### src/rtl/abm_pkg.sv
// ============================================================================
// abm_pkg - shared types and constants for the apnea breath monitor
// Holds the transaction structs, configuration layout and command codes.
// ============================================================================
package abm_pkg;

    // Time base of the breath and sample timers (16 to 64 bits).
    localparam int TIME_WIDTH = 32;
    // Width at which elapsed times are compared against the configured limits.
    localparam int CMP_W      = (TIME_WIDTH > 20) ? TIME_WIDTH : 20;

    localparam int CFG_INDEX_W = 3;
    localparam int CFG_DATA_W  = 20;

    typedef logic [TIME_WIDTH-1:0] abm_time_t;

    // Configuration register indexes.
    typedef enum logic [CFG_INDEX_W-1:0] {
        CFG_SAMPLE_INTERVAL = 3'd0,
        CFG_BREATH_THRESH   = 3'd1,
        CFG_DEBOUNCE_LIMIT  = 3'd2,
        CFG_APNEA_TIMEOUT   = 3'd3,
        CFG_SUSPEND         = 3'd4
    } abm_cfg_index_t;

    // Reset values of the configuration registers.
    localparam logic [15:0] SAMPLE_INTERVAL_RST = 16'd50;
    localparam logic [9:0]  BREATH_THRESH_RST   = 10'd512;
    localparam logic [7:0]  DEBOUNCE_LIMIT_RST  = 8'd3;
    localparam logic [19:0] APNEA_TIMEOUT_RST   = 20'd20000;

    // Input commands.
    localparam logic CMD_TICK  = 1'b0;
    localparam logic CMD_RESET = 1'b1;

    localparam logic [7:0] COUNT_MAX = 8'hFF;

    typedef struct packed {
        logic        command;
        logic [31:0] now_ms;
        logic [9:0]  sample;
        logic        alarm_sounding;
    } abm_in_t;

    typedef struct packed {
        logic raise_alarm;
        logic breath_edge;
        logic breath_phase;
    } abm_out_t;

    typedef struct packed {
        logic [15:0] sample_interval_ms;
        logic [9:0]  breath_threshold;
        logic [7:0]  debounce_limit;
        logic [19:0] apnea_timeout_ms;
        logic        monitor_suspended;
    } abm_cfg_t;

endpackage

### src/rtl/abm_cfg_regs.sv
// ============================================================================
// abm_cfg_regs - configuration register file
// Write-only registers loaded from the plain configuration write port.
// ============================================================================
module abm_cfg_regs (
    input  logic                           clk,
    input  logic                           rst_n,
    input  logic                           cfg_we,
    input  logic [abm_pkg::CFG_INDEX_W-1:0] cfg_index,
    input  logic [abm_pkg::CFG_DATA_W-1:0]  cfg_wdata,
    output abm_pkg::abm_cfg_t              cfg
);
    import abm_pkg::*;

    abm_cfg_t cfg_reg;

    always_ff @(posedge clk or negedge rst_n)
    begin
        if (!rst_n)
        begin
            cfg_reg.sample_interval_ms <= SAMPLE_INTERVAL_RST;
            cfg_reg.breath_threshold   <= BREATH_THRESH_RST;
            cfg_reg.debounce_limit     <= DEBOUNCE_LIMIT_RST;
            cfg_reg.apnea_timeout_ms   <= APNEA_TIMEOUT_RST;
            cfg_reg.monitor_suspended  <= 1'b0;
        end
        else if (cfg_we)
        begin
            // Drop writes to unknown indexes.
            case (abm_cfg_index_t'(cfg_index))
                CFG_SAMPLE_INTERVAL: cfg_reg.sample_interval_ms <= cfg_wdata[15:0];
                CFG_BREATH_THRESH:   cfg_reg.breath_threshold   <= cfg_wdata[9:0];
                CFG_DEBOUNCE_LIMIT:  cfg_reg.debounce_limit     <= cfg_wdata[7:0];
                CFG_APNEA_TIMEOUT:   cfg_reg.apnea_timeout_ms   <= cfg_wdata[19:0];
                CFG_SUSPEND:         cfg_reg.monitor_suspended  <= cfg_wdata[0];
                default: ;
            endcase
        end
    end

    assign cfg = cfg_reg;

endmodule

### src/rtl/abm_detector.sv
// ============================================================================
// abm_detector - breath phase detector and apnea timer
// Evaluates one registered transaction per cycle and updates the monitor state only while fire is high.
// ============================================================================
module abm_detector (
    input  logic              clk,
    input  logic              rst_n,
    input  logic              fire,
    input  abm_pkg::abm_in_t  item,
    input  abm_pkg::abm_cfg_t cfg,
    output abm_pkg::abm_out_t result
);
    import abm_pkg::*;

    abm_time_t  last_sample_time_reg, last_sample_time_next;
    abm_time_t  breath_timer_start_reg, breath_timer_start_next;
    logic [7:0] qualify_count_reg, qualify_count_next;
    logic       phase_reg, phase_next;

    abm_time_t  now;
    abm_time_t  sample_elapsed;
    abm_time_t  breath_elapsed;
    logic       active;
    logic       evaluate;
    logic       hit;
    logic [7:0] count_upd;
    logic       flip;

    assign now            = TIME_WIDTH'(item.now_ms);
    assign active         = (item.command == CMD_TICK) && !item.alarm_sounding
                            && !cfg.monitor_suspended;
    assign sample_elapsed = now - last_sample_time_reg;
    assign evaluate       = active
                            && (CMP_W'(sample_elapsed) > CMP_W'(cfg.sample_interval_ms));

    // Phase 1 waits for a rise above the threshold, phase 0 for a fall below.
    assign hit = phase_reg ? (item.sample > cfg.breath_threshold)
                           : (item.sample < cfg.breath_threshold);

    always_comb
    begin
        if (!hit)
            count_upd = '0;
        else if (qualify_count_reg == COUNT_MAX)
            count_upd = qualify_count_reg;
        else
            count_upd = qualify_count_reg + 8'd1;
    end

    assign flip = evaluate && (count_upd >= cfg.debounce_limit);

    always_comb
    begin
        last_sample_time_next   = last_sample_time_reg;
        breath_timer_start_next = breath_timer_start_reg;
        qualify_count_next      = qualify_count_reg;
        phase_next              = phase_reg;
        if (item.command == CMD_RESET)
        begin
            last_sample_time_next   = now;
            breath_timer_start_next = now;
        end
        else if (evaluate)
        begin
            last_sample_time_next = now;
            qualify_count_next    = flip ? 8'd0 : count_upd;
            if (flip)
            begin
                phase_next              = !phase_reg;
                breath_timer_start_next = now;
            end
        end
    end

    // Timeout check sees the breath timer after this transaction's restart.
    assign breath_elapsed = now - breath_timer_start_next;

    assign result.raise_alarm  = active
                                 && (CMP_W'(breath_elapsed) > CMP_W'(cfg.apnea_timeout_ms));
    assign result.breath_edge  = flip;
    assign result.breath_phase = phase_next;

    always_ff @(posedge clk or negedge rst_n)
    begin
        if (!rst_n)
        begin
            last_sample_time_reg   <= '0;
            breath_timer_start_reg <= '0;
            qualify_count_reg      <= '0;
            phase_reg              <= 1'b0;
        end
        else if (fire)
        begin
            last_sample_time_reg   <= last_sample_time_next;
            breath_timer_start_reg <= breath_timer_start_next;
            qualify_count_reg      <= qualify_count_next;
            phase_reg              <= phase_next;
        end
    end

endmodule

### src/rtl/apnea_breath_monitor.sv
// ============================================================================
// apnea_breath_monitor - breath phase detector with apnea timeout
// Top level: input register, detector, result register and config registers.
// ============================================================================
// Usage:
//   Input channel (in_valid/in_ready/in_data) carries one transaction per
//   tick or timer reset command. Output channel (out_valid/out_ready/out_data)
//   returns exactly one result transaction for each input transaction, in
//   order.
//   The configuration port (cfg_we/cfg_index/cfg_wdata) writes one
//   register; write it only while no transaction is in flight.
// Path: the accepted transaction sits in the input register, the detector
//   evaluates it combinationally, and the result register loads its result
//   when the result register is empty or its transaction is being taken.
// Throughput: one transaction per cycle while out_ready stays high. The
//   detector state update is a single subtract, compare and counter step, so
//   each transaction closes its state update; the next may follow directly.
// Reset: rst_n clears both timers, the debounce counter and the phase, loads
//   the configuration reset values and empties both registers.
// Stall: when out_ready is low the result register holds its transaction;
//   an empty input register still takes one more transaction, then in_ready
//   drops until the result is taken.
// ============================================================================
module apnea_breath_monitor (
    input  logic                            clk,
    input  logic                            rst_n,
    input  logic                            in_valid,
    output logic                            in_ready,
    input  abm_pkg::abm_in_t                in_data,
    output logic                            out_valid,
    input  logic                            out_ready,
    output abm_pkg::abm_out_t               out_data,
    input  logic                            cfg_we,
    input  logic [abm_pkg::CFG_INDEX_W-1:0] cfg_index,
    input  logic [abm_pkg::CFG_DATA_W-1:0]  cfg_wdata
);
    import abm_pkg::*;

    abm_cfg_t cfg;

    logic     in_valid_reg;
    abm_in_t  in_data_reg;
    logic     out_valid_reg;
    abm_out_t out_data_reg;

    abm_out_t result;
    logic     out_free;
    logic     advance;

    // Result register can load when empty or when its transaction leaves now.
    assign out_free = !out_valid_reg || out_ready;
    assign advance  = in_valid_reg && out_free;
    assign in_ready = !in_valid_reg || advance;

    abm_cfg_regs u_cfg_regs (
        .clk       (clk),
        .rst_n     (rst_n),
        .cfg_we    (cfg_we),
        .cfg_index (cfg_index),
        .cfg_wdata (cfg_wdata),
        .cfg       (cfg)
    );

    abm_detector u_detector (
        .clk    (clk),
        .rst_n  (rst_n),
        .fire   (advance),
        .item   (in_data_reg),
        .cfg    (cfg),
        .result (result)
    );

    // Control: valid flags of the input and result registers.
    always_ff @(posedge clk or negedge rst_n)
    begin
        if (!rst_n)
        begin
            in_valid_reg  <= 1'b0;
            out_valid_reg <= 1'b0;
        end
        else
        begin
            if (in_ready)
                in_valid_reg <= in_valid;
            if (out_free)
                out_valid_reg <= in_valid_reg;
        end
    end

    // Payload: hold while stalled, load on handshake or advance.
    always_ff @(posedge clk)
    begin
        if (in_valid && in_ready)
            in_data_reg <= in_data;
        if (advance)
            out_data_reg <= result;
    end

    assign out_valid = out_valid_reg;
    assign out_data  = out_data_reg;

endmodule

### config.mk
export PLATFORM = sky130hd
export DESIGN_NAME = apnea_breath_monitor
export DESIGN_NICKNAME = d
export VERILOG_FILES = /design/src/rtl/abm_pkg.sv /design/src/rtl/abm_cfg_regs.sv /design/src/rtl/abm_detector.sv /design/src/rtl/apnea_breath_monitor.sv
export SDC_FILE = /design/constraint.sdc
export NUM_CORES = 1
export LEC_CHECK = 0
export BUFFER_PORTS_ARGS = -buffer_cell sky130_fd_sc_hd__buf_2
export CORE_MARGIN = 2
export CORE_UTILIZATION = 45
export DETAILED_ROUTE_END_ITERATION = 12
export PLACE_DENSITY = 0.61
export SYNTH_ARGS = -nofsm -noshare
export SYNTH_HDL_FRONTEND = slang
export SYNTH_SLANG_ARGS = --single-unit
export TNS_END_PERCENT = 5
### constraint.sdc
create_clock -name clk -period 14.14 [get_ports clk]
set_input_delay 0.707 -clock clk [delete_from_list [all_inputs] [get_ports clk]]
set_output_delay 0.707 -clock clk [all_outputs]
set_load 0.03 [all_outputs]
==> results_tabular.tex, run 1 <==
\begin{tabular}{lr}
\hline
Metric & Value \\
\hline
\multicolumn{2}{l}{\textbf{Outcome}} \\
\quad Result of the run & finished, final reports clean \\
\multicolumn{2}{l}{\textbf{Clocking}} \\
\quad Number of hold buffers added after cts & 0 \\
\quad CTS clk-pin slew, worst paths & 80 ps \\
\quad Buffer type at the clock tree root & sky130\_fd\_sc\_hd\_\_clkbuf\_16 \\
\quad H-tree depth reported by CTS & 4 \\
\quad Clock buffers created by TritonCTS & 17 \\
\quad CTS tree & done \\
\quad Worst-case clock buffer depth & 2 \\
\quad Number of gates given a new drive strength after cts & 0 \\
\quad Post-CTS setup buffer count & 0 \\
\quad CTS Sinks & 177 \\
\quad Skew-Pair Late Insertion Delay & 450 ps \\
\multicolumn{2}{l}{\textbf{Die}} \\
\quad Placeable Area & 26060 sq um \\
\quad Die boundary height & 166.8 microns \\
\quad Boundary pin count & 77 \\
\quad Die Footprint & 27830 sq um \\
\quad Initial cell density of the core & 45.78\% \\
\quad Count of standard-cell rows & 59 \\
\quad Die outline width & 166.8 microns \\
\multicolumn{2}{l}{\textbf{Synth}} \\
\quad Proportion of synthesized flip-flops having asynchronous set or reset & 73.45\% \\
\quad Most used standard cell by instance count after synthesis & sky130\_fd\_sc\_hd\_\_dfrtp\_1 \\
\quad Post-synthesis net count & 1402 \\
\quad Average size of a mapped cell & 9.859 sq um \\
\quad Synthesized area & 11930 sq um \\
\quad Sequential cell area fraction in the yosys report & 39.22\% \\
\quad Leading cell types by count after synthesis & 119 x sky130\_fd\_sc\_hd\_\_dfrtp\_1, 118 x sky130\_fd\_sc\_hd\_\_ha\_1, 106 x sky130\_fd\_sc\_hd\_\_nand2\_1 \\
\quad Gate count of the mapped netlist & 1210 \\
\quad Top cell type by total area after synthesis & sky130\_fd\_sc\_hd\_\_dfrtp\_1 \\
\quad Primary flip-flop cell chosen by synthesis mapping & sky130\_fd\_sc\_hd\_\_dfrtp\_1 \\
\quad Area share of the largest cell type after synthesis & 24.96\% \\
\quad Yosys Warn Count & 0 \\
\quad Number of synthesized flops with an enable pin & 47 \\
\quad Biggest area contributors in the synthesized netlist & sky130\_fd\_sc\_hd\_\_dfrtp\_1 25\%, sky130\_fd\_sc\_hd\_\_ha\_1 12\%, sky130\_fd\_sc\_hd\_\_edfxtp\_1 12\% \\
\quad Synthesis-stage register bit count & 177 \\
\quad Synth unique cells & 77 \\
\multicolumn{2}{l}{\textbf{Route}} \\
\quad Wire length reported by the detailed router & 29.59 mm \\
\quad Routed len/inst & 18.28 microns \\
\quad Violation count after the first detailed-routing iteration & 632 \\
\quad Via count & 9189 \\
\quad ANT nets after route & 0 \\
\quad Vias per inst & 5.676 \\
\quad Pre-Repair DR Iteration Count & 5 \\
\quad Number of remaining DRC errors & 0 \\
\multicolumn{2}{l}{\textbf{Setup path}} \\
\quad Arrival @ worst endpoint & 9690 ps \\
\quad CP Depth & 39 \\
\quad Critical path launch point type & flip-flop \\
\quad Required time of the critical path & 14340 ps \\
\quad Worst reg2reg path endpoint & out\_data[2] \\
\quad Cell count of the worst reg-to-reg path & 39 \\
\quad Cell with the largest stage delay on the worst path & sky130\_fd\_sc\_hd\_\_buf\_4 \\
\quad Sort of element at the end of the critical path & flip-flop \\
\quad CP Capture Point & out\_data[2] \\
\quad Most numerous cell on the critical path & sky130\_fd\_sc\_hd\_\_ha\_1 \\
\quad Critical Setup Path Class & flip-flop to flip-flop \\
\quad RR Startpoint & in\_data\_reg[11] \\
\quad Worst setup path start & in\_data\_reg[11] \\
\quad Internal reg-to-reg setup slack & 4640 ps \\
\quad Number of buffer and inverter stages on the critical path & 2 \\
\quad Top cell family by delay on the critical path & compound AO/OA/AOI/OAI gates \\
\quad Peak fanout along the critical path & 32 \\
\quad Delay of the slowest cell on the worst path & 530 ps \\
\multicolumn{2}{l}{\textbf{Final layout}} \\
\quad Relative area change from synthesis to final layout & 10.74\% \\
\quad Filler cells & 2387 \\
\quad \# diodes & 0 \\
\quad Final Cell Area & 13210 sq um \\
\quad Ratio of cells with drive above 1 in the final layout & 13.71\% \\
\quad Area used by multi-input combinational logic & 6699 sq um \\
\quad Number of flip-flops in the largest register & 55 \\
\quad Number of nets at the end of the flow & 1463 \\
\quad Area taken by flip-flops and latches & 4678 sq um \\
\multicolumn{2}{l}{\textbf{Timing}} \\
\quad Final clock skew & 22.01 ps \\
\quad Setup Total Neg Slack & 0 ps \\
\quad Worst Hold Margin & 208.4 ps \\
\quad Final hold violation count & 0 \\
\quad Worst setup margin & 4645 ps \\
\quad Final worst path period need & 9495 ps \\
\quad Max Fclk & 0.1053 GHz \\
\quad RSZ-0062 raised after global routing & no \\
\quad Worst-case headroom to the max-slew limit & 23.48\% \\
\quad Measured slew at the worst slew-check pin & 1144 ps \\
\quad Total setup violations reported at the end of the flow & 0 \\
\quad Tcrit/Tclk final & 67.15\% \\
\quad Max-slew violations & 0 \\
\multicolumn{2}{l}{\textbf{Global route}} \\
\quad Vias in the first global route & 8886 \\
\quad Total routing resource utilization after global routing & 21.67\% \\
\quad Antenna violations before repair & 1 \\
\quad Global-route wire length before repair & 47.97 mm \\
\quad Maximum number of pins on one net before global-route repair & 82 \\
\quad Overflow after GRT & 0 \\
\multicolumn{2}{l}{\textbf{Place}} \\
\quad Worst setup slack after placement & 4861 ps \\
\quad Placement Cell Area & 12600 sq um \\
\quad Global placement routability congestion & 0.9029 \\
\quad Number of port buffers & 76 \\
\quad Post-DP HPWL & 22.12 mm \\
\multicolumn{2}{l}{\textbf{Hold path}} \\
\quad Worst Hold Class & input pin to asynchronous set/reset pin \\
\multicolumn{2}{l}{\textbf{Pwr}} \\
\quad Total leakage power & 5.914 nW \\
\quad Peak supply drop & 0.08761 mV \\
\quad Power per cell area & 152.8 nW/um\^{}2 \\
\multicolumn{2}{l}{\textbf{Run}} \\
\quad Number of maximum-capacitance constraint violations & 0 \\
\hline
\end{tabular}
[metal layers]
layer  vias up  share of wire (%)  routed length [microns]  track usage, %
li1       4490                  -                        -               -
met1      4456                 50                    14670           31.56
met2       209                 44                    13000           33.31
met3        32                5.0                     1485           4.349
met4         2                1.4                      425           5.022
met5         -              0.064                       19               0
[final cells by class]
class / instances / area share (%)
Sequential cell: 177 / 35.41
Inverter: 99 / 2.813
Clock buffer: 17 / 3.220
Tap cell: 335 / 3.173
Timing Repair Buffer: 82 / 3.268
Multi-Input combinational cell: 894 / 50.71
Clock inverter: 15 / 1.402
[through the flow]
stage	util [%]	instances	power (mW)
3_3_place_gp	48.35	1587	1.507
6_report	50.69	1619	2.019
3_5_place_dp	48.35	1587	1.521
5_1_grt	50.69	1619	2.169
4_1_cts	50.69	1619	2.024
2_1_floorplan	-	1210	1.308
[logic make-up (layout without fill, tap and decap cells)]
family          count (synthesis)  in the layout  synth area share (%)
xor+xnor                       47             47                 3.451
buf+inv                       139            213                 4.783
flops                         177            177                 39.22
mux                           131            131                 12.00
compound gates                288            288                 15.39
fa+ha+maj                     120            120                 12.71
simple gates                  308            308                 12.45
[where the power goes]
group | internal, mW | total [mW] | switching [mW]
Combinational | 0.354 | 0.846 | 0.491
Sequential | 0.623 | 0.678 | 0.0556
Clock | 0.241 | 0.495 | 0.254
Total | 1.22 | 2.02 | 0.801
[cell usage in the layout, fill, tap and decap left out, types with 9 or more instances in the layout]
| cell | instances |
|---|---|
| sky130_fd_sc_hd__mux2_1 | 62 |
| sky130_fd_sc_hd__xor2_1 | 25 |
| sky130_fd_sc_hd__dfstp_2 | 11 |
| sky130_fd_sc_hd__dfrtp_1 | 119 |
| sky130_fd_sc_hd__o21ai_1 | 9 |
| sky130_fd_sc_hd__a21oi_1 | 84 |
| sky130_fd_sc_hd__inv_1 | 99 |
| sky130_fd_sc_hd__mux2_2 | 34 |
| sky130_fd_sc_hd__edfxtp_1 | 47 |
| sky130_fd_sc_hd__nand2_1 | 106 |
| sky130_fd_sc_hd__nor2_1 | 64 |
| sky130_fd_sc_hd__a21o_1 | 21 |
| sky130_fd_sc_hd__nor3_1 | 26 |
| sky130_fd_sc_hd__o211ai_1 | 11 |
| sky130_fd_sc_hd__nor2b_1 | 12 |
| sky130_fd_sc_hd__ha_1 | 118 |
| sky130_fd_sc_hd__o21ai_0 | 76 |
| sky130_fd_sc_hd__clkbuf_16 | 17 |
| sky130_fd_sc_hd__a211oi_1 | 17 |
| sky130_fd_sc_hd__xnor2_1 | 22 |
| sky130_fd_sc_hd__and3_1 | 9 |
| sky130_fd_sc_hd__nand2b_1 | 14 |
| sky130_fd_sc_hd__nand4_1 | 20 |
| sky130_fd_sc_hd__buf_2 | 75 |
| sky130_fd_sc_hd__mux2i_1 | 35 |
| sky130_fd_sc_hd__nand3_1 | 15 |
[how the worst min path moves through the flow]
| stage | from | end | slack [ps] | cells after the start |
|---|---|---|---|---|
| 4_1_cts | rst_n | u_detector.last_sample_time_reg[9] | 220 | 1 |
| 3_3_place_gp | in_valid_reg | out_valid | 470 | 1 |
| 2_1_floorplan | rst_n | in_valid_reg | 410 | 0 |
| 3_5_place_dp | u_detector.last_sample_time_reg[24] | u_detector.last_sample_time_reg[24] | 480 | 1 |
| 6_report | rst_n | u_detector.breath_timer_start_reg[4] | 210 | 1 |
| 5_1_grt | rst_n | u_detector.breath_timer_start_reg[4] | 230 | 1 |
Note: power is estimated with default switching activity, not from simulation.
==> run 2, diff against run 1 <==
Settings changed: PLACE_DENSITY 0.61 to 0.64.
Clock period 14.14 ns to 7.8 ns, I/O delays scaled along.
==> results_tabular.tex, run 2 (synthesis gave the netlist of run 1 again) <==
\begin{tabular}{lr}
\hline
Metric & Value \\
\hline
\multicolumn{2}{l}{\textbf{Clocking}} \\
\quad Skew-Pair Late Insertion Delay & 450 ps (about the same) \\
\quad Clock buffers created by TritonCTS & 17 (unchanged) \\
\quad Worst-case clock buffer depth & 2 (unchanged) \\
\quad H-tree depth reported by CTS & 4 (unchanged) \\
\quad CTS clk-pin slew, worst paths & 90 ps (about the same) \\
\quad CTS Sinks & 177 (unchanged) \\
\quad Buffer type at the clock tree root & sky130\_fd\_sc\_hd\_\_clkbuf\_16 \\
\quad CTS tree & done \\
\multicolumn{2}{l}{\textbf{Timing}} \\
\quad Measured slew at the worst slew-check pin & 1085 ps (-59.07 ps) \\
\quad Worst Hold Margin & 111.3 ps (-97.11 ps) \\
\quad Setup Total Neg Slack & 0 ps (unchanged) \\
\quad Worst setup margin & 112.1 ps (-4532 ps) \\
\quad Final hold violation count & 0 (unchanged) \\
\quad Final worst path period need & 7688 ps (-1808 ps) \\
\quad Final clock skew & 16.07 ps (-5.934 ps) \\
\quad Worst-case headroom to the max-slew limit & 27.50\% (+4.0 points) \\
\quad Total setup violations reported at the end of the flow & 0 (unchanged) \\
\quad Max-slew violations & 0 (unchanged) \\
\quad RSZ-0062 raised after global routing & yes \\
\quad Tcrit/Tclk final & 98.56\% (+31 points) \\
\quad Max Fclk & 0.1301 GHz (+24\%) \\
\multicolumn{2}{l}{\textbf{Outcome}} \\
\quad Result of the run & finished, final reports clean \\
\multicolumn{2}{l}{\textbf{Setup path}} \\
\quad Arrival @ worst endpoint & 7880 ps (-1810 ps) \\
\quad Most numerous cell on the critical path & sky130\_fd\_sc\_hd\_\_nand4\_1 \\
\quad Critical Setup Path Class & flip-flop to flip-flop \\
\quad Internal reg-to-reg setup slack & 110 ps (-4530 ps) \\
\quad RR Startpoint & in\_data\_reg[11] \\
\quad Cell count of the worst reg-to-reg path & 38 (-2.6\%) \\
\quad Cell with the largest stage delay on the worst path & sky130\_fd\_sc\_hd\_\_or3b\_1 \\
\quad Delay of the slowest cell on the worst path & 420 ps (-110 ps) \\
\quad Worst reg2reg path endpoint & out\_data[2] \\
\quad Critical path launch point type & flip-flop \\
\quad Sort of element at the end of the critical path & flip-flop \\
\quad Peak fanout along the critical path & 5 (-84\%) \\
\quad Required time of the critical path & 7990 ps (-6350 ps) \\
\multicolumn{2}{l}{\textbf{Place}} \\
\quad Global placement routability congestion & 0.9092 (+0.70\%) \\
\quad Number of port buffers & 76 (unchanged) \\
\quad Placement Cell Area & 13670 sq um (+8.5\%) \\
\quad Post-DP HPWL & 22.96 mm (+3.8\%) \\
\quad Worst setup slack after placement & -596.3 ps (-5458 ps) \\
\multicolumn{2}{l}{\textbf{Global route}} \\
\quad Vias in the first global route & 9912 (+12\%) \\
\quad Antenna violations before repair & 0 (-1) \\
\quad Total routing resource utilization after global routing & 22.28\% (+0.61 points) \\
\quad Global-route wire length before repair & 50.00 mm (+4.2\%) \\
\quad Overflow after GRT & 0 (unchanged) \\
\quad Maximum number of pins on one net before global-route repair & 71 (-13\%) \\
\multicolumn{2}{l}{\textbf{Pwr}} \\
\quad Total Power & 3.950 mW (+96\%) \\
\quad Power per cell area & 271.5 nW/um\^{}2 (+78\%) \\
\quad Peak supply drop & 0.1526 mV (+74\%) \\
\quad Total leakage power & 6.680 nW (+13\%) \\
\multicolumn{2}{l}{\textbf{Final layout}} \\
\quad Relative area change from synthesis to final layout & 21.94\% \\
\quad Leading cell type in the layout, fill and taps excluded & sky130\_fd\_sc\_hd\_\_buf\_4 \\
\quad Ratio of cells with drive above 1 in the final layout & 24.74\% (+11 points) \\
\quad Number of nets at the end of the flow & 1614 (+10\%) \\
\quad Number of flip-flops in the largest register & 55 (unchanged) \\
\quad Final Cell Area & 14550 sq um (+10\%) \\
\quad Filler cells & 2340 (-2.0\%) \\
\quad \# diodes & 0 (unchanged) \\
\quad Highest-count cells in the layout ignoring fill and taps & 152 x sky130\_fd\_sc\_hd\_\_buf\_4, 119 x sky130\_fd\_sc\_hd\_\_dfrtp\_1, 116 x sky130\_fd\_sc\_hd\_\_ha\_1 \\
\multicolumn{2}{l}{\textbf{Die}} \\
\quad Placeable Area & 26060 sq um (unchanged) \\
\quad Die Footprint & 27830 sq um (unchanged) \\
\quad Count of standard-cell rows & 59 (unchanged) \\
\quad Die boundary height & 166.8 microns (unchanged) \\
\quad Initial cell density of the core & 45.78\% (unchanged) \\
\quad Die outline width & 166.8 microns (unchanged) \\
\quad Boundary pin count & 77 (unchanged) \\
\multicolumn{2}{l}{\textbf{Hold path}} \\
\quad Hold wc startpoint & in\_data[1] \\
\quad Worst Hold Class & input pin to flip-flop \\
\quad Worst Hold Endpoint & in\_data\_reg[1] \\
\quad Instance count along the most critical hold path & 1 \\
\multicolumn{2}{l}{\textbf{Route}} \\
\quad Routed len/inst & 17.02 microns (-6.9\%) \\
\quad ANT nets after route & 0 (unchanged) \\
\quad Violation count after the first detailed-routing iteration & 530 (-16\%) \\
\quad Via count & 9708 (+5.6\%) \\
\quad Pre-Repair DR Iteration Count & 5 (unchanged) \\
\quad Wire length reported by the detailed router & 30.13 mm (+1.8\%) \\
\quad Vias per inst & 5.485 (-3.4\%) \\
\quad Number of remaining DRC errors & 0 (unchanged) \\
\multicolumn{2}{l}{\textbf{Run}} \\
\quad Number of maximum-capacitance constraint violations & 0 (unchanged) \\
\hline
\end{tabular}
-- run 2: cell types whose count changed in the layout (fill, tap and decap cells not counted), moves of 3 or more --
cell                      before  now
sky130_fd_sc_hd__buf_4         6  152
sky130_fd_sc_hd__a21oi_1      84   80
sky130_fd_sc_hd__a21oi_2       2    6
sky130_fd_sc_hd__o21ai_0      76   72
sky130_fd_sc_hd__buf_6         1    4
-- run 2: how the worst max path moves through the flow --
| stage | from | end | cells after the start |
|---|---|---|---|
| finish | in_data_reg[11] | out_data[2] | 38 |
| global route | in_data_reg[11] | out_data[2] | 38 |
| CTS | in_data_reg[11] | out_data[2] | 39 |
| detailed placement | in_data_reg[11] | out_data[2] | 37 |
| global placement | in_data_reg[11] | out_data[2] | 37 |
| floorplan | in_data_reg[11] | out_data[2] | 37 |
-- run 2: power by group --
group / internal [mW] / switching, mW / total, mW / leakage [nW]
Combinational: 0.867 / 0.973 / 1.84 / 4.38
Clock: 0.444 / 0.448 / 0.892 / 0.302
Sequential: 1.13 / 0.0889 / 1.22 / 2.00
Total: 2.44 / 1.51 / 3.95 / 6.68
-- run 2: repair_timing --
action	CTS	global route
hold endpoints to repair	58	0
pin swaps	39	12
hold buffers	1	0
buffers inserted	11	2
setup endpoints to repair	1	1
resized for setup	23	14
-- run 2: critical path, delay by kind of cell, from the launching register on --
kind | cells | cell delay, ps
and+or+nand+nor | 10 | 1860
xor gates and xnor gates | 2 | 270
AOI/OAI and AO/OA | 17 | 2980
adders and majority gates | 5 | 1390
muxes | 1 | 200
DFF | 1 | 370
buffers and inverters | 3 | 370
-- run 2: area by class of cell --
| class | instances | area [sq um] | share of cell area, % |
|---|---|---|---|
| clock buffers | 17 | 425.4 | 2.924 |
| clock inverters | 15 | 203.9 | 1.402 |
| inverters | 99 | 371.6 | 2.555 |
| multi-input cells | 894 | 6857 | 47.14 |
| flip-flops and latches | 177 | 4678 | 32.16 |
| well taps | 335 | 419.2 | 2.881 |
| repair buffers | 233 | 1592 | 10.94 |
-- run 2: stage by stage --
stage                     utilization [%]  cells
after global routing                55.82   1770
after CTS                           55.49   1768
final                               55.82   1770
after detailed placement            52.46   1725
after floorplan                         -   1210
after global placement              52.46   1725
-- run 2: routing by layer --
| metal | vias up | GRT usage (%) | wire length (microns) |
|---|---|---|---|
| li1 | 4784 | - | - |
| met3 | 33 | 3.303 | 866 |
| met4 | 0 | 5.135 | 408 |
| met1 | 4738 | 30.68 | 14540 |
| met2 | 153 | 37.28 | 14320 |
| met5 | - | 0 | 0 |
==> run 3, diff against run 2 <==
--- a/config.mk
+++ b/config.mk
@@ -7,8 +7,11 @@
 export LEC_CHECK = 0
 export BUFFER_PORTS_ARGS = -buffer_cell sky130_fd_sc_hd__buf_2
+export CELL_PAD_IN_SITES_DETAIL_PLACEMENT = 0
+export CELL_PAD_IN_SITES_GLOBAL_PLACEMENT = 1
+export CORE_ASPECT_RATIO = 1.25
 export CORE_MARGIN = 2
-export CORE_UTILIZATION = 45
+export CORE_UTILIZATION = 44
 export DETAILED_ROUTE_END_ITERATION = 12
-export PLACE_DENSITY = 0.64
+export PLACE_DENSITY = 0.76
 export SYNTH_ARGS = -nofsm -noshare
 export SYNTH_HDL_FRONTEND = slang
==> constraint.sdc (replaced) <==
create_clock -name clk -period 7.8 [get_ports clk]
set_input_delay 0.39 -clock clk [delete_from_list [all_inputs] [get_ports clk]]
set_output_delay 0.39 -clock clk [all_outputs]
set_load 0.005 [all_outputs]
==> results_tabular.tex, run 3 (synthesis gave the netlist of run 1 again) <==
\begin{tabular}{lr}
\hline
Metric & Value \\
\hline
\multicolumn{2}{l}{\textbf{Die}} \\
\quad Die boundary height & 188.1 microns (+13\%) \\
\quad Die Footprint & 28450 sq um (+2.2\%) \\
\quad Count of standard-cell rows & 67 (+14\%) \\
\quad Die outline width & 151.3 microns (-9.3\%) \\
\quad Boundary pin count & 77 (unchanged) \\
\quad Placeable Area & 26740 sq um (+2.6\%) \\
\quad Initial cell density of the core & 44.61\% (-1.2 points) \\
\multicolumn{2}{l}{\textbf{Hold path}} \\
\quad Worst Hold Class & input pin to asynchronous set/reset pin \\
\multicolumn{2}{l}{\textbf{Place}} \\
\quad Post-DP HPWL & 23.80 mm (+3.6\%) \\
\quad Global placement routability congestion & 0.8946 (-1.6\%) \\
\quad Placement Cell Area & 13660 sq um (about the same) \\
\quad Number of port buffers & 76 (unchanged) \\
\multicolumn{2}{l}{\textbf{Setup path}} \\
\quad Worst setup path start & in\_data\_reg[11] \\
\quad Number of buffer and inverter stages on the critical path & 3 (unchanged) \\
\quad Top cell family by delay on the critical path & compound AO/OA/AOI/OAI gates \\
\quad Critical Setup Path Class & flip-flop to flip-flop \\
\quad Delay of the slowest cell on the worst path & 370 ps (-50 ps) \\
\quad Arrival @ worst endpoint & 8170 ps (+290 ps) \\
\quad Peak fanout along the critical path & 7 (+2) \\
\quad RR Startpoint & in\_data\_reg[11] \\
\quad Required time of the critical path & 7970 ps (-20 ps) \\
\quad Critical path launch point type & flip-flop \\
\quad Cell with the largest stage delay on the worst path & sky130\_fd\_sc\_hd\_\_a211o\_1 \\
\quad Sort of element at the end of the critical path & flip-flop \\
\multicolumn{2}{l}{\textbf{Clocking}} \\
\quad CTS clk-pin slew, worst paths & 70 ps (-20 ps) \\
\quad CTS Sinks & 177 (unchanged) \\
\quad Clock buffers created by TritonCTS & 17 (unchanged) \\
\quad Number of hold buffers added after cts & 0 (-1) \\
\quad CTS tree & done \\
\quad H-tree depth reported by CTS & 4 (unchanged) \\
\quad Worst-case clock buffer depth & 2 (unchanged) \\
\quad Skew-Pair Late Insertion Delay & 430 ps (-20 ps) \\
\quad Buffer type at the clock tree root & sky130\_fd\_sc\_hd\_\_clkbuf\_16 \\
\multicolumn{2}{l}{\textbf{Outcome}} \\
\quad Violated checks & hold timing, setup timing \\
\quad Result of the run & finished, violations left \\
\multicolumn{2}{l}{\textbf{Timing}} \\
\quad Final hold violation count & 3 (+3) \\
\quad Max Fclk & 0.1250 GHz (-3.9\%) \\
\quad Total setup violations reported at the end of the flow & 1 (+1) \\
\quad Final worst path period need & 8002 ps (+314.1 ps) \\
\quad Worst-case headroom to the max-slew limit & 27.09\% (-0.40 points) \\
\quad Measured slew at the worst slew-check pin & 1090 ps (+5.070 ps) \\
\quad Tcrit/Tclk final & 102.6\% (+4.0 points) \\
\quad Worst Hold Margin & -16.63 ps (-127.9 ps) \\
\quad Worst setup margin & -201.9 ps (-314.1 ps) \\
\quad Final clock skew & 14.10 ps (-1.975 ps) \\
\quad RSZ-0062 raised after global routing & yes \\
\quad Max-slew violations & 0 (unchanged) \\
\multicolumn{2}{l}{\textbf{Route}} \\
\quad Violation count after the first detailed-routing iteration & 470 (-11\%) \\
\quad Via count & 9634 (-0.76\%) \\
\quad Wire length reported by the detailed router & 30.60 mm (+1.5\%) \\
\quad Number of remaining DRC errors & 0 (unchanged) \\
\quad ANT nets after route & 0 (unchanged) \\
\quad Routed len/inst & 17.22 microns (+1.1\%) \\
\quad Pre-Repair DR Iteration Count & 5 (unchanged) \\
\quad Vias per inst & 5.421 (-1.2\%) \\
\multicolumn{2}{l}{\textbf{Pwr}} \\
\quad Internal power & 2.416 mW (-0.96\%) \\
\quad Part of the total power dissipated in sequential elements & 31.4\% (+0.6 points) \\
\quad Net switching power figure & 1.459 mW (-3.4\%) \\
\quad Power per cell area & 267.6 nW/um\^{}2 (-1.4\%) \\
\quad Share of total power in combinational logic & 46.6\% (about the same) \\
\quad Peak supply drop & 0.1593 mV (+4.4\%) \\
\quad Switching part of the total & 37.65\% (-0.59 points) \\
\quad Part of the total power dissipated in the clock network & 22.0\% (-0.6 points) \\
\quad Total leakage power & 6.637 nW (-0.64\%) \\
\multicolumn{2}{l}{\textbf{Final layout}} \\
\quad Final Cell Area & 14480 sq um (-0.46\%) \\
\quad Number of flip-flops in the largest register & 55 (unchanged) \\
\quad Share of the core filled with cells & 54.14\% (-1.7 points) \\
\quad Leading cell type in the layout, fill and taps excluded & sky130\_fd\_sc\_hd\_\_buf\_4 \\
\quad Ratio of cells with drive above 1 in the final layout & 24.58\% (-0.16 points) \\
\quad \# diodes & 0 (unchanged) \\
\quad Relative area change from synthesis to final layout & 21.38\% \\
\quad Highest-count cells in the layout ignoring fill and taps & 152 x sky130\_fd\_sc\_hd\_\_buf\_4, 119 x sky130\_fd\_sc\_hd\_\_dfrtp\_1, 116 x sky130\_fd\_sc\_hd\_\_ha\_1 \\
\quad Number of nets at the end of the flow & 1611 (-0.19\%) \\
\multicolumn{2}{l}{\textbf{Run}} \\
\quad Number of maximum-capacitance constraint violations & 0 (unchanged) \\
\multicolumn{2}{l}{\textbf{Global route}} \\
\quad Total routing resource utilization after global routing & 22.50\% (+0.21 points) \\
\quad Overflow after GRT & 0 (unchanged) \\
\quad Antenna violations before repair & 0 (unchanged) \\
\quad Global-route wire length before repair & 50.11 mm (+0.22\%) \\
\quad Maximum number of pins on one net before global-route repair & 77 (+8.5\%) \\
\quad Vias in the first global route & 9822 (-0.91\%) \\
\hline
\end{tabular}
[run 3: changes by cell type in the layout (fill, tap and decap cells not counted), sizes merged]
cell | before | now
buf | 232 | 230
clkbuf | 17 | 20
clkinv | 8 | 2
clkinvlp | 0 | 2
dlygate4sd3 | 1 | 0
inv | 106 | 107
[run 3: path summary, 6_finish.rpt]
check                                                             end  slack (ps)  cells after the start
worst max-delay path                                      out_data[2]        -200                     40
worst min-delay path                               u_cfg_regs.cfg[36]         -20                      1
worst max register to register                            out_data[2]        -200                     40
worst min register to register                              out_valid         480                      1
max in group asynchronous       u_detector.breath_timer_start_reg[25]        6610                      2
min in group clk                                      in_data_reg[35]         130                      1
[run 3: what timing repair did]
item                                    4_1_cts  5_1_grt
buffers inserted                             11        1
pin swaps                                    25       15
gates resized for setup                      22       14
endpoints found under the setup margin        1        1
cloned                                        0        0
[run 3: through the flow]
stage / hold WS, ps / total power, mW / instances / setup slack (ps) / TNS (ps)
6_report: -16.63 / 3.875 / 1777 / -201.9 / -201.9
5_1_grt: 37.46 / 4.181 / 1777 / -784.7 / -784.7
4_1_cts: 24.72 / 3.867 / 1776 / -101.1 / -101.1
3_5_place_dp: 469.9 / 2.952 / 1733 / -728.5 / -728.5
3_3_place_gp: 466.6 / 2.921 / 1733 / -424.5 / -424.5
2_1_floorplan: 94.41 / 2.372 / 1210 / 17.99 / 0
[run 3: power by group through the flow]
stage | combinational [mW] | clock (mW) | sequential, mW
2_1_floorplan | 1.16 | 0 | 1.21
3_3_place_gp | 1.69 | 0 | 1.23
3_5_place_dp | 1.72 | 0 | 1.24
4_1_cts | 1.78 | 0.870 | 1.22
5_1_grt | 2.03 | 0.911 | 1.24
6_report | 1.81 | 0.852 | 1.22
[run 3: final cells by class]
cell class	count	area (sq um)
Clock inverter	12	111.4
Multi-Input combinational cell	894	6859
Tap cell	345	431.7
Sequential cell	177	4678
Fill cell	2430	12260
Clock buffer	20	467.9
Timing Repair Buffer	230	1559
Inverter	99	371.6
[run 3: worst register-to-register path, delay by kind of cell (launching register included)]
kind	cells	cell delay [ps]
fa+ha+maj	5	1350
mux	1	200
flops	1	360
buf+inv	3	380
xor+xnor	2	340
simple gates	9	1710
compound gates	20	3400
[run 3: per-layer routing]
layer  routed length, microns  vias to the layer above  track usage [%]
met2                    15010                      172            38.34
met5                        0                        -                0
met3                      793                       46            2.871
li1                         -                     4782                -
met4                      793                        0            7.405
met1                    14000                     4634            29.37
